## config.mk

```make
export PLATFORM = sky130hd
export DESIGN_NAME = sem_ctrl
export DESIGN_NICKNAME = d
export VERILOG_FILES = /design/src/hdl/sem_pkg.sv /design/src/hdl/sem_ctrl.sv
export SDC_FILE = /design/constraint.sdc
export NUM_CORES = 1
export LEC_CHECK = 0
export ABC_AREA = 1
export ABC_CLOCK_PERIOD_IN_PS = 3300
export BUFFER_PORTS_ARGS = -buffer_cell sky130_fd_sc_hd__buf_2
export CORE_AREA = 5 5 42 44
export DETAILED_ROUTE_END_ITERATION = 12
export DIE_AREA = 0 0 47 49
export GPL_TIMING_DRIVEN = 1
export HOLD_SLACK_MARGIN = 0.15
export PLACE_DENSITY = 0.54
export SLEW_MARGIN = 10
export SYNTH_ARGS = -nofsm -noshare
export SYNTH_HDL_FRONTEND = slang
export SYNTH_SLANG_ARGS = --single-unit
```

## constraint.sdc

```tcl
create_clock -name clock -period 3.3 [get_ports clock]
set_clock_uncertainty 0.1 [all_clocks]
set_input_delay 0.33 -clock clock [delete_from_list [all_inputs] [get_ports clock]]
set_output_delay 0.33 -clock clock [all_outputs]
set_load 0.01 [all_outputs]
```

## src/hdl/sem_pkg.sv

```systemverilog
// Shared constants, types and helpers for the Sobel edge magnitude block.
package sem_pkg;

   // Line store depth, frame height limit and the counter and field widths that follow from them
   localparam int MAX_ROW_PIXELS = 2048;
   localparam int MAX_FRAME_ROWS = 4096;
   localparam int ADDR_W         = $clog2(MAX_ROW_PIXELS);
   localparam int PIX_W          = 8;
   localparam int COL_W          = 11;
   localparam int ROW_W          = 12;
   localparam int WID_W          = 12;
   localparam int HGT_W          = 13;
   localparam int CSR_W          = 13;
   localparam int EXT_W          = $clog2(MAX_ROW_PIXELS) + 2;
   localparam int GRAD_W         = 12;
   localparam int SQ_W           = 20;
   localparam int ENERGY_W       = 21;
   localparam int ROOT_W         = 17;
   localparam int STEP_W         = 3;
   localparam int SQRT_STEPS     = 8;
   localparam int RSP_DATA_W     = 32;

   localparam logic [WID_W-1:0] WIDTH_RESET  = WID_W'(640);
   localparam logic [HGT_W-1:0] HEIGHT_RESET = HGT_W'(480);
   localparam logic [PIX_W-1:0] MAG_SAT      = PIX_W'(255);

   // Configuration register indexes
   localparam logic CSR_FRAME_WIDTH  = 1'b0;
   localparam logic CSR_FRAME_HEIGHT = 1'b1;

   // Commands from the controller to the datapath
   typedef struct packed {
      logic              accept;
      logic              fetch;
      logic              mul;
      logic              sum;
      logic              sqrt_step;
      logic [STEP_W-1:0] step;
      logic              load_out;
   } cmd_type;

   // Status from the datapath back to the controller
   typedef struct packed {
      logic emit;
      logic out_free;
   } sts_type;

endpackage

```

## src/hdl/sem_ctrl.sv

```systemverilog
// Controller state machine that sequences one pixel request through the datapath.
module sem_ctrl (
   input  logic             clock,
   input  logic             reset,
   input  logic             req_tvalid,
   output logic             req_tready,
   input  sem_pkg::sts_type sts,
   output sem_pkg::cmd_type cmd
);
   import sem_pkg::*;

   typedef enum logic [2:0] {
      ST_IDLE,
      ST_FETCH,
      ST_MUL,
      ST_SUM,
      ST_SQRT,
      ST_EMIT
   } state_type;

   state_type         state_ff;
   logic              ready_ff;
   logic [STEP_W-1:0] step_ff;
   logic              accept;

   assign accept     = req_tvalid & ready_ff;
   assign req_tready = ready_ff;

   always_comb begin
      cmd           = '0;
      cmd.accept    = accept;
      cmd.fetch     = (state_ff == ST_FETCH);
      cmd.mul       = (state_ff == ST_MUL);
      cmd.sum       = (state_ff == ST_SUM);
      cmd.sqrt_step = (state_ff == ST_SQRT);
      cmd.step      = step_ff;
      cmd.load_out  = (state_ff == ST_EMIT) & sts.out_free;
   end

   always_ff @(posedge clock) begin
      if (reset) begin
         state_ff <= ST_IDLE;
         ready_ff <= 1'b1;
         step_ff  <= '0;
      end else begin
         unique case (state_ff)
            ST_IDLE: begin
               if (accept) begin
                  state_ff <= ST_FETCH;
                  ready_ff <= 1'b0;
               end
            end
            ST_FETCH: begin
               if (sts.emit) begin
                  state_ff <= ST_MUL;
               end else begin
                  state_ff <= ST_IDLE;
                  ready_ff <= 1'b1;
               end
            end
            ST_MUL: begin
               state_ff <= ST_SUM;
            end
            ST_SUM: begin
               state_ff <= ST_SQRT;
               step_ff  <= '0;
            end
            ST_SQRT: begin
               if (step_ff == STEP_W'(SQRT_STEPS - 1)) begin
                  state_ff <= ST_EMIT;
               end
               step_ff <= step_ff + STEP_W'(1);
            end
            ST_EMIT: begin
               if (sts.out_free) begin
                  state_ff <= ST_IDLE;
                  ready_ff <= 1'b1;
               end
            end
            default: begin
               state_ff <= ST_IDLE;
               ready_ff <= 1'b1;
            end
         endcase
      end
   end

endmodule

```

==> key figures <==
GRT
  • Grt ovf: 0
  • Most used routing layer: met1
  • GRT met1 Usage: 0.0903
  • Global-route wire length before repair: 1170 um
  • Pin count of the biggest net entering global routing: 7
  • Gr usage total: 0.0712
  • Initial antenna violation count: 0
  • Met2 GRT Util: 0.0860
  • GR Util met3: 0.0258
  • Vias in the first global route: 302

Power
  • Clock network power share: 0.193
  • Maximum VDD drop: 0.250 mV
  • PwrDens: 821 nW/um^2
  • LEAKAGE: 0.000284 uW
  • Internal power: 227 uW
  • Power share of the sequential group: 0.346
  • Switching Power: 165 uW
  • Comb pwr share: 0.461
  • Sw frac: 0.421

Drt
  • Via Count: 376
  • # DRC: 0
  • WL/cell: 8.61 um
  • Antenna Nets Post-Route: 0
  • Initial DRC Count: 4
  • Initial DRT Pass Iterations: 4
  • Wirelength, routed: 749 um
  • Vias/cell: 4.32

Critical path
  • Startpoint Class: flop
  • WS Path Type: reg2out
  • Critical Path RT: 2.87 ns
  • Worst path max stage delay: 0.35 ns
  • Cell Chain, Critical Path: nor2_2 > nand2_1 > inv_1 > buf_2
  • Slowest library cell on the worst path: dfxtp_1
  • Max Fanout on Critical Path: 6
  • Endpoint class of the critical path: output pin
  • R2R setup slack: 2.03 ns
  • Critical path arrival: 1.13 ns

Synthesis
  • Yosys top cell by area: dfxtp_1
  • Sequential share of the synthesized area: 0.381
  • Synth async-reset ratio: 0
  • Synth top area share: 0.381
  • Cell area after synthesis: 368 um^2
  • Count leader, synth: nand2_1
  • Avg Cell Area, Syn: 6.81 um^2
  • Netlist cell types: 13
  • Flops & latches, synth: 7
  • Yosys warnings: 0
  • Post-Syn Instances: 54
  • Area contributors post-synth: dfxtp_1 (38%), nand2_1 (12%), nand3_1 (9.5%)
  • Primary FF master, synth: dfxtp_1
  • Synth cell count leaders: nand2_1 (12), inv_1 (9), dfxtp_1 (7), nand3_1 (7), nor2_1 (5)
  • Post-Syn Nets: 61
  • EDFF count, synth: 0

Timing
  • Hold WS: 0.204 ns
  • Pins over their slew limit: 0
  • Count of final hold-check violations: 0
  • Period utilization: 0.472
  • RSZ-0062 raised after global routing: false
  • Worst-Margin Slew: 0.236 ns
  • Fmax: 0.642 GHz
  • Slew margin rel.: 0.842
  • Final setup fails: 0
  • Setup tns final: 0 ns
  • Fin crit period: 1.56 ns

Placed design
  • Port bufs: 14
  • Dpl cells: 83
  • Routability cong.: 0.737
  • Post-DP HPWL: 614 um

Clock tree
  • Max Root-Sink Buffers: 2
  • Clock Sinks: 7
  • Number of setup buffers added after CTS: 0
  • Cts hold-fix bufs: 0
  • TritonCTS Buffers: 3
  • Post_cts resized: 0
  • CTS tree: built
  • CTS root buffer: clkbuf_4
  • Worst-skew pair later-pin latency: 0.25 ns
  • Clock-pin slew on the worst setup and hold paths: 0.05 ns
  • H-tree levels: 1

Layout
  • Diode count: 0
  • Fin nets: 79
  • Area delta synth->final: 29.6%
  • Util after Layout: 0.340
  • Final-layout fill cell count: 162
  • Layout cells sized above 1: 0.268
  • Post-Layout Cell Count: 87

Floorplanning
  • Initial Util: 0.263
  • Site row count: 14
  • Die area: 2300 um^2
  • Die Y: 49 um
  • CORE AREA: 1400 um^2
  • Ports: 15
  • Chip width: 47 um

Status
  • Status: finished clean

Hold path
  • Worst hold-check path type: in2reg

Run
  • Max-Cap Viols: 0
## worst paths after layout
path / from / end / depth (start not counted)
max: state_ff[0]$_SDFFE_PP0P_ / cmd[4] / 4
max reg2reg: state_ff[2]$_SDFFE_PP0P_ / req_tready$_SDFFE_PP1P_ / 7
min: reset / step_ff[1]$_SDFFE_PP0P_ / 2
min reg2reg: req_tready$_SDFFE_PP1P_ / req_tready$_SDFFE_PP1P_ / 2
## final cells by class
class	instances	area, um^2	share of cell area
repair buffers	14	70.1	0.147
well taps	16	20.0	0.0420
multi-input cells	37	186	0.391
clock buffers	4	26.3	0.0551
flip-flops and latches	7	140	0.294
inverters	9	33.8	0.0709
## cells in the final DEF (no fill, tap or decap)
cell / count
nor2_1: 5
inv_1: 9
nor2_2: 2
o21ai_0: 2
buf_2: 14
nand3_1: 7
a21oi_1: 3
dfxtp_1: 7
o21bai_1: 1
clkbuf_4: 3
nor3_1: 2
a211oi_1: 1
nand2_1: 12
ha_1: 2
clkbuf_1: 1
## kinds of logic after synthesis
| family | synth area share |
|---|---|
| compound gates | 0.109 |
| fa+ha+maj | 0.0680 |
| buf+inv | 0.112 |
| flops | 0.381 |
| simple gates | 0.330 |
## per-layer routing
| layer | share of wire | wire length, um | vias up |
|---|---|---|---|
| li1 | - | - | 204 |
| met1 | 0.46 | 345 | 158 |
| met2 | 0.42 | 313 | 12 |
| met3 | 0.11 | 81 | 2 |
| met4 | 0.011 | 8 | 0 |
| met5 | 0 | 0 | - |
## worst max-delay path, delay by kind of cell (launching register included)
| family | cells | cell delay, ns |
|---|---|---|
| buf+inv | 2 | 0.26 |
| simple gates | 2 | 0.27 |
| flops | 1 | 0.35 |
## metrics by stage
stage	area [um^2]	total power, uW	worst slack, ns
2_1_floorplan	368	271	2.03
3_3_place_gp	450	320	2.02
3_5_place_dp	450	319	2.00
4_1_cts	477	399	1.73
5_1_grt	477	430	1.61
6_report	477	392	1.74
## flip-flops by register name, summed over array words and instances, names as in the netlist
register,cells
req_tready,1
state_ff,3
step_ff,3
## power groups by stage
stage          Combinational [uW]  Clock (uW)  Sequential, uW
3_3_place_gp                  182           0             138
3_5_place_dp                  181           0             138
5_1_grt                       205        83.1             142
4_1_cts                       182        80.7             136
2_1_floorplan                 131           0             140
6_report                      180        75.7             135
No activity file was read; power rests on OpenSTA's default activity.
